File: config.mk
export PLATFORM = sky130hd
export DESIGN_NAME = mpqs_scan
export DESIGN_NICKNAME = d
export VERILOG_FILES = /design/src/rtl/core/mpqs_pkg.sv /design/src/rtl/core/mpqs_scan.sv
export SDC_FILE = /design/constraint.sdc
export NUM_CORES = 1
export LEC_CHECK = 0
export BUFFER_PORTS_ARGS = -buffer_cell sky130_fd_sc_hd__buf_2
export CORE_MARGIN = 5
export CORE_UTILIZATION = 48
export CTS_CLUSTER_DIAMETER = 100
export DETAILED_ROUTE_END_ITERATION = 10
export PLACE_DENSITY = 0.75
export SYNTH_ARGS = -nofsm -noshare
export SYNTH_HDL_FRONTEND = slang
export SYNTH_SLANG_ARGS = --single-unit
File: constraint.sdc
create_clock -name clk_i -period 5.4 [get_ports clk_i]
set_input_delay 0.27 -clock clk_i [delete_from_list [all_inputs] [get_ports clk_i]]
set_output_delay 0.27 -clock clk_i [all_outputs]
set_load 0.02 [all_outputs]
File: src/rtl/core/mpqs_pkg.sv
`default_nettype none

package mpqs_pkg;

  localparam int unsigned CAPACITY = 1024;
  localparam int unsigned VALUE_W  = 32;
  localparam int unsigned STATUS_W = 2;

  localparam logic OP_INSERT = 1'b0;

  localparam logic [STATUS_W-1:0] STATUS_OK    = 2'd0;
  localparam logic [STATUS_W-1:0] STATUS_EMPTY = 2'd1;
  localparam logic [STATUS_W-1:0] STATUS_FULL  = 2'd2;

  typedef enum logic [3:0] {
    StIdle   = 4'b0001,
    StScan   = 4'b0010,
    StFill   = 4'b0100,
    StFinish = 4'b1000
  } state_e;

endpackage

`default_nettype wire

File: src/rtl/core/mpqs_scan.sv
`default_nettype none

module mpqs_scan #(
  parameter int unsigned AddrW = 10
) (
  input  wire logic                         clk_i,
  input  wire logic                         rst_ni,
  input  wire logic                         clear_i,
  input  wire logic                         valid_i,
  input  wire logic [mpqs_pkg::VALUE_W-1:0] data_i,
  input  wire logic [AddrW-1:0]             index_i,
  output logic      [mpqs_pkg::VALUE_W-1:0] best_o,
  output logic      [AddrW-1:0]             pos_o,
  output logic      [mpqs_pkg::VALUE_W-1:0] last_o
);

  import mpqs_pkg::*;

  logic               has_q, has_d;
  logic [VALUE_W-1:0] best_q, best_d;
  logic [AddrW-1:0]   pos_q, pos_d;
  logic [VALUE_W-1:0] last_q, last_d;
  logic               take;

  // strict less-than keeps the lowest position among equal keys
  assign take = valid_i && (!has_q || (data_i < best_q));

  always_comb begin
    has_d  = has_q;
    best_d = best_q;
    pos_d  = pos_q;
    last_d = last_q;
    if (clear_i) begin
      has_d = 1'b0;
    end else begin
      if (valid_i) begin
        has_d  = 1'b1;
        last_d = data_i;
      end
      if (take) begin
        best_d = data_i;
        pos_d  = index_i;
      end
    end
  end

  always_ff @(posedge clk_i or negedge rst_ni) begin
    if (!rst_ni) begin
      has_q <= 1'b0;
    end else begin
      has_q <= has_d;
    end
  end

  always_ff @(posedge clk_i) begin
    best_q <= best_d;
    pos_q  <= pos_d;
    last_q <= last_d;
  end

  assign best_o = best_q;
  assign pos_o  = pos_q;
  assign last_o = last_q;

endmodule

`default_nettype wire
* After elaboration in Yosys (flattened, before gate mapping) *
Index checks and enable logic that the tools add are counted.
W data, S select, Z words.

word-level totals
  bits in registers = 75
  output and inout port bits = 74
  logic and storage cells = 14
  input port bits = 46

cells by class
  $lt $le $gt $ge = 1
  muxes and demuxes = 2
  reductions and logical operators = 6
  bitwise gates (word level) = 1

operator list
  operator             number
  $lt A32 B32 Y1       1
  $reduce_and A2 Y1    2
  $mux W1              2
  $reduce_bool A2 Y1   1
  $logic_and A1 B1 Y1  1
  $logic_not A1 Y1     1
  $logic_or A1 B1 Y1   1
  $not A1 Y1           1

* Depth between registers and ports, before layout *
Gate-level depths: netlist of the first run.

  depth after elaboration = 4
  mapped depth = 7
  depth with buffers taken out = 7

* Worst setup path after synthesis of the first run *
Ideal clock, no wire load.

  kind = input to register
  from = input port clear_i
  to = register best_q[0] (netlist: best_o[0]), enable pin
  data arrival time = 4.372 ns
  path slack = 0.562 ns
  data required time = 4.933 ns
  path buffers = 0
  cell stages on the path = 4
  setup time = 0.467 ns
  path through = nor2b_1 o211ai_4 a211o_1 a31oi_1

between the ends
  word-level cells in the longest chain between the ends = 2

RTL lines
  what                                RTL line         text
  from (decl)                         mpqs_scan.sv:8   input wire logic clear_i,
  $not A1 Y1 (no source line)         -
  $reduce_and A2 Y1 (no source line)  -
  to (signal assigned)                mpqs_scan.sv:56  best_q <= best_d;
  to (decl)                           mpqs_scan.sv:20  logic [VALUE_W-1:0] best_q, best_d;

Every way passes these cells.
A chain may end at the register's enable or synchronous reset.

* Final worst setup path of the first run *
  from = register best_q[17] (netlist: best_o[17])
  to = register best_q[26] (netlist: best_o[26]), enable pin

between the ends
  word-level cells in the longest chain between the ends = 4

RTL lines
  what                                RTL line         text
  $lt A32 B32 Y1                      mpqs_scan.sv:26  assign take = valid_i && (!has_q || (data_i < best_q));
  $logic_or A1 B1 Y1                  mpqs_scan.sv:26
  $logic_and A1 B1 Y1                 mpqs_scan.sv:26
  $reduce_and A2 Y1 (no source line)  -

Every way passes these cells.

==> results of run 1 <==
kinds of logic (layout without fill, tap and decap cells):
kind of cell,count (synthesis),count (layout),synth area share (%)
and+or+nand+nor,25,25,4.31
DFF,75,75,73.1
adders and majority gates,31,31,12.6
AOI/OAI and AO/OA,25,25,6.22
buffers and inverters,31,168,3.78
cell usage in the layout (no fill, tap or decap), drive strengths merged:
| cell | netlist | routed |
|---|---|---|
| o2111ai | 1 | 1 |
| nor2 | 3 | 3 |
| and4 | 2 | 2 |
| nor3 | 1 | 1 |
| a21oi | 10 | 10 |
| nor2b | 1 | 1 |
| nand4 | 2 | 2 |
| o21ai | 2 | 2 |
| a31oi | 1 | 1 |
| or2 | 1 | 1 |
| buf | 0 | 120 |
| nand3 | 4 | 4 |
| clkinv | 0 | 3 |
| nand2 | 8 | 8 |
| clkinvlp | 0 | 1 |
| o211ai | 2 | 2 |
| dlygate4sd3 | 0 | 1 |
| clkbuf | 0 | 9 |
| a2111oi | 1 | 1 |
| a221o | 1 | 1 |
| and2 | 1 | 1 |
| bufinv | 0 | 3 |
| dfrtp | 1 | 1 |
| a21o | 3 | 3 |
| a211o | 1 | 1 |
| a221oi | 1 | 1 |
| inv | 31 | 31 |
| edfxtp | 74 | 74 |
| ha | 31 | 31 |
| o21a | 2 | 2 |
| nand2b | 2 | 2 |
metrics by stage:
stage	hold WS (ns)	util [%]	worst slack (ns)
final	0.0962	64.5	2.40
after detailed placement	0.0461	60.5	2.34
after global routing	0.0686	64.5	2.23
after CTS	0.0744	64.5	2.35
after global placement	0.0447	60.5	2.42
after floorplan	-0.0256	-	0.562
worst paths after layout:
kind	cells past startpoint	slack, ns	start	endpoint
max in group asynchronous	2	5.09	rst_ni	has_q$_DFFE_PN0P_
max reg2reg	8	2.40	best_o[17]$_DFFE_PP_	best_o[26]$_DFFE_PP_
min reg2reg	2	0.58	has_q$_DFFE_PN0P_	has_q$_DFFE_PN0P_
min	1	0.1	index_i[8]	pos_o[8]$_DFFE_PP_
max	8	2.40	best_o[17]$_DFFE_PP_	best_o[26]$_DFFE_PP_
min in group asynchronous	2	0.23	rst_ni	has_q$_DFFE_PN0P_
power groups by stage:
stage                     Sequential (mW)  Clock [mW]  Combinational [mW]
after floorplan                     0.742           0              0.0468
after global placement              0.699           0               0.152
after detailed placement            0.700           0               0.156
after CTS                           0.687       0.521               0.157
after global routing                0.690       0.552               0.172
final                               0.687       0.513               0.154
sequential cells by signal, indices dropped and copies added, names as in the netlist:
register / cells
pos_o: 10
last_o: 32
best_o: 32
has_q: 1
worst register-to-register path, cell delays in order, from the launching register on:
cell	delay, ns
edfxtp_1	0.41
inv_1	0.08
ha_1	0.24
a21oi_2	0.14
o21ai_1	0.08
a221o_1	0.35
a211o_1	0.32
a31oi_4	0.60
buf_4	0.44
what timing repair did:
| action | 4_1_cts | 5_1_grt |
|---|---|---|
| buffers inserted | 0 | 0 |
| hold buffers | 1 | 0 |
| endpoints found under the hold margin | 1 | 0 |
per-layer routing:
metal  wire length, um  part of all wire [%]
met5                 0                     0
met4               136                   2.2
met1              2520                    41
met3               411                   6.7
met2              3050                    50
area by class of cell:
class | count | area [um2]
clock buffers | 9 | 124
well taps | 77 | 96.3
inverters | 31 | 116
flip-flops and latches | 75 | 2250
fillers | 494 | 2230
repair buffers | 121 | 613
multi-input cells | 81 | 734
clock inverters | 7 | 116
==> flow_summary_export.csv, run 1 <==
group,metric,value,unit
outcome,outcome,"finished clean",
sta,worst_slew_pin_slew,0.999,ns
route,vias,1929,
sta,final_hold_viol_count,0,
route,antenna_left,0,
global_routing,use_met1,18.2,%
floorplan,initial_core_util,49.0,%
synthesis,seq_area_frac_synth,73.1,%
worst_setup_path,crit_path_end_kind,"flip-flop",
global_routing,grtUsageMet3,4.76,%
route,drt-initial-drc-count,61,
clock_tree,cts_root_buffer,"clkbuf_8",
clock_tree,cts_buffers,9,
global_routing,grt_use_total,15.8,%
placement,placed_area,3800,um2
clock_tree,tritoncts,"done",
synthesis,yosysMostFrequentCell,"edfxtp_1",
global_routing,grt_pass1_wl,10.1,mm
synthesis,synth_edf_count,74,
sta,max_freq,0.334,GHz
synthesis,synthTopCellsByArea,"edfxtp_1 72%, ha_1 13%, inv_1 3.8%",
clock_tree,clock-sinks,75,
worst_setup_path,start_kind,"flip-flop",
placement,placed_cells,384,
global_routing,gr-total-overflow,0,
floorplan,dieHeight,90.0,um
floorplan,die_w,90.0,um
global_routing,grt_pass1_vias,2025,
sta,final.setup_skew,0.00884,ns
floorplan,row_count,29,
cells_and_area,fin_area,4050,um2
worst_hold_path,hold_class,"input pin to flip-flop",
sta,setup_viol,0,
placement,gp_congestion,0.742,
sta,fin_crit,3.00,ns
synthesis,synth_nets,264,
floorplan,boundaryPins,120,
flow_run,drv_cap,0,
route,firstDrtPassIters,4,
pwr,sw_frac_of_total,23.3,%
pwr,clockPowerShare,37.9,%
worst_setup_path,path_max_fanout,22,
synthesis,ys_async_sr_fraction,1.33,%
global_routing,antenna_found_initial,0,
worst_setup_path,cp.buffers_inverters,2,
clock_tree,ctsResizeCount,0,
cells_and_area,syn_to_final_growth,31.6,%
floorplan,die_area,8110,um2
worst_setup_path,worstSetupPathType,"flip-flop to flip-flop",
clock_tree,clkLatencyLatePin,0.34,ns
pwr,powerDensity,334,nW/um2
worst_setup_path,critical_path.top_delay_family,"compound AO/OA/AOI/OAI gates",
route,drc_errors,0,
worst_setup_path,worstPathCellList,"inv_1 > ha_1 > a21oi_2 > o21ai_1 > a221o_1 > a211o_1 > a31oi_4 > buf_4",
synthesis,avgSynthCellArea,16.4,um2
route,drt_wl_total,6.12,mm
synthesis,synth_ff_type,"edfxtp_1",
synthesis,synth_top_cell_area_share,72.3,%
pwr,pwr-share-comb,11.4,%
pwr,internal_power,1.04,mW
synthesis,yosys_warnings,0,
synthesis,yosysUniqueCellTypes,31,
worst_setup_path,max_stage_delay,0.60,ns
pwr,power,1.35,mW
synthesis,yosysTopAreaCell,"edfxtp_1",
synthesis,netlist_area,3080,um2
route,wl_per_cell,15.2,um
pwr,peakVddDrop,0.191,mV
sta,drv_slew,0,
global_routing,grt_use_met2,26.4,%
sta,tns,0,ns
cells_and_area,diodes,0,
synthesis,ys_top_cells_by_count,"74 x edfxtp_1, 31 x ha_1, 31 x inv_1, 8 x a21oi_1, 7 x nand2_1",
global_routing,grt_max_degree,34,
clock_tree,path_clk_slew,0.08,ns
cells_and_area,drive_above_1_share,45.1,%
pwr,p_leak,1.83,nW
route,vias_per_cell,4.81,
floorplan,core,6280,um2
synthesis,synthCells,187,
sta,period_share,55.5,%
synthesis,yosys_register_bits,75,
clock_tree,clk_path_buf_depth,2,
sta,grt_setup_unrepaired,"no",
pwr,netSwitchingPower,0.315,mW
placement,dp_hpwl,4.67,mm
global_routing,busiest_layer,"met2",
cells_and_area,final_net_count,396,
worst_setup_path,required,5.42,ns
clock_tree,cts_htree_levels,3,
worst_setup_path,crit_slowest_cell,"a31oi_4",
pwr,pwr-share-seq,50.8,%
sta,maxSlewHeadroom,33.2,%
worst_setup_path,arrival,3.01,ns
placement,port-buffer-count,119,
cells_and_area,fin_cells,401,
Power figures use the tool's default switching activity.
==> inputs of run 2 (changes only) <==
==> constraint.sdc (replaced) <==
create_clock -name clk_i -period 2.79 [get_ports clk_i]
set_input_delay 0.1395 -clock clk_i [delete_from_list [all_inputs] [get_ports clk_i]]
set_output_delay 0.1395 -clock clk_i [all_outputs]
set_load 0.02 [all_outputs]
==> flow_summary_export.csv, run 2 (synthesis results as in run 1) <==
group,metric,value,unit
clock_tree,clk_path_buf_depth,2,
outcome,outcome,"finished clean",
clock_tree,path_clk_slew,0.07,ns
sta,final_hold_viol_count,0,
clock_tree,clock-sinks,75,
cells_and_area,regArea,2250,um2
sta,setup_viol,0,
sta,fin_crit,2.47,ns
worst_setup_path,cp.buffers_inverters,3,
cells_and_area,nFillCells,446,
floorplan,initial_core_util,49.0,%
worst_setup_path,crit_path_end_kind,"flip-flop",
pwr,powerDensity,568,nW/um2
placement,dp_hpwl,4.72,mm
floorplan,row_count,29,
floorplan,boundaryPins,120,
worst_setup_path,start_kind,"input pin",
worst_setup_path,path_max_fanout,25,
sta,final.setup_skew,0.0125,ns
worst_setup_path,critical_path.top_delay_family,"buffers and inverters",
sta,period_share,88.5,%
worst_setup_path,worstPathCellList,"dlygate4sd3_1 > buf_2 > ha_1 > and4_1 > a221o_1 > a211o_1 > a31oi_4 > buf_4",
worst_setup_path,required,2.80,ns
cells_and_area,final_net_count,429,
route,drt-initial-drc-count,39,
floorplan,dieHeight,90.0,um
cells_and_area,syn_to_final_growth,40.7,%
route,wl_per_cell,15.2,um
global_routing,grt_max_degree,33,
floorplan,die_w,90.0,um
pwr,p_leak,1.93,nW
clock_tree,cts_buffers,9,
sta,maxSlewHeadroom,70.4,%
cells_and_area,diodes,0,
clock_tree,cts_root_buffer,"clkbuf_8",
route,firstDrtPassIters,4,
global_routing,grt_pass1_vias,2141,
global_routing,antenna_found_initial,0,
clock_tree,postCtsSetupBuffers,0,
route,vias,2027,
sta,worst_slew_pin_slew,0.444,ns
clock_tree,tritoncts,"done",
worst_setup_path,crit_slowest_cell,"dlygate4sd3_1",
worst_setup_path,worstSetupPathType,"input pin to flip-flop",
sta,tns,0,ns
clock_tree,clkLatencyLatePin,0.34,ns
pwr,power,2.46,mW
worst_hold_path,hold_class,"input pin to flip-flop",
cells_and_area,final_cell_mix,"119 x buf_2, 74 x edfxtp_1, 32 x dlygate4sd3_1",
sta,max_freq,0.405,GHz
global_routing,gr-total-overflow,0,
floorplan,die_area,8110,um2
clock_tree,cts_htree_levels,3,
cells_and_area,drive_above_1_share,41.6,%
cells_and_area,layout_commonest_cell,"buf_2",
placement,port-buffer-count,119,
placement,placed_area,3820,um2
flow_run,drv_cap,0,
worst_setup_path,max_stage_delay,0.53,ns
route,drc_errors,0,
global_routing,grt_pass1_wl,10.7,mm
floorplan,core,6280,um2
pwr,peakVddDrop,0.391,mV
sta,grt_setup_unrepaired,"no",
cells_and_area,fin_area,4330,um2
route,drt_wl_total,6.59,mm
placement,gp_congestion,0.722,
global_routing,grt_use_total,16.6,%
worst_setup_path,arrival,2.48,ns
cells_and_area,multi_input_area,747,um2
route,vias_per_cell,4.68,
sta,drv_slew,0,
route,antenna_left,0,
run 2: layout make-up:
class	count	area share (%)
Inverter	31	2.69
Clock inverter	5	1.27
Timing Repair Buffer	154	21.7
Multi-Input combinational cell	81	17.3
Clock buffer	10	2.95
Tap cell	77	2.23
Sequential cell	75	51.9
run 2: path summary, 6_finish.rpt:
kind / depth (start not counted) / start / slack, ns / endpoint
worst max-delay path: 8 / data_i[22] / 0.32 / best_o[14]$_DFFE_PP_
worst min-delay path: 1 / data_i[7] / 0.01 / last_o[7]$_DFFE_PP_
worst max register to register: 8 / best_o[17]$_DFFE_PP_ / 0.40 / best_o[14]$_DFFE_PP_
worst min register to register: 2 / has_q$_DFFE_PN0P_ / 0.56 / has_q$_DFFE_PN0P_
max in group asynchronous: 2 / rst_ni / 2.59 / has_q$_DFFE_PN0P_
min in group asynchronous: 2 / rst_ni / 0.12 / has_q$_DFFE_PN0P_
run 2: timing repair:
item	CTS	global route
setup endpoints to repair	0	0
endpoints found under the hold margin	46	6
gates resized for setup	0	0
hold buffers	29	3
run 2: worst reg2reg max path, delay by kind of cell (launching register included):
family,cells,cell delay (ns)
compound gates,5,1.04
buf+inv,2,0.42
flops,1,0.40
fa+ha+maj,1,0.20
run 2: metal layers:
layer	track usage (%)	part of all wire, %	up-vias
li1	-	-	1024
met1	20.0	43	920
met2	26.8	48	69
met3	5.93	7.1	14
met4	7.07	1.8	0
met5	0	0	-
run 2: stage by stage:
| stage | util, % | setup WS [ns] | cells | hold WS (ns) |
|---|---|---|---|---|
| after floorplan | - | 0.00411 | 187 | -0.156 |
| after global placement | 60.9 | 0.464 | 386 | -0.0854 |
| after detailed placement | 60.9 | 0.395 | 386 | -0.0848 |
| after CTS | 68.5 | 0.375 | 430 | 0.00208 |
| after global routing | 68.9 | 0.200 | 433 | 0.00157 |
| final | 68.9 | 0.322 | 433 | 0.0149 |
run 2: report_power, final:
part           internal (mW)  switching, mW  total (mW)  leakage (nW)
Clock                  0.405          0.384       0.790        0.0881
Sequential              1.31         0.0194        1.33         0.705
Combinational          0.140          0.200       0.340          1.14
Total                   1.86          0.604        2.46          1.93
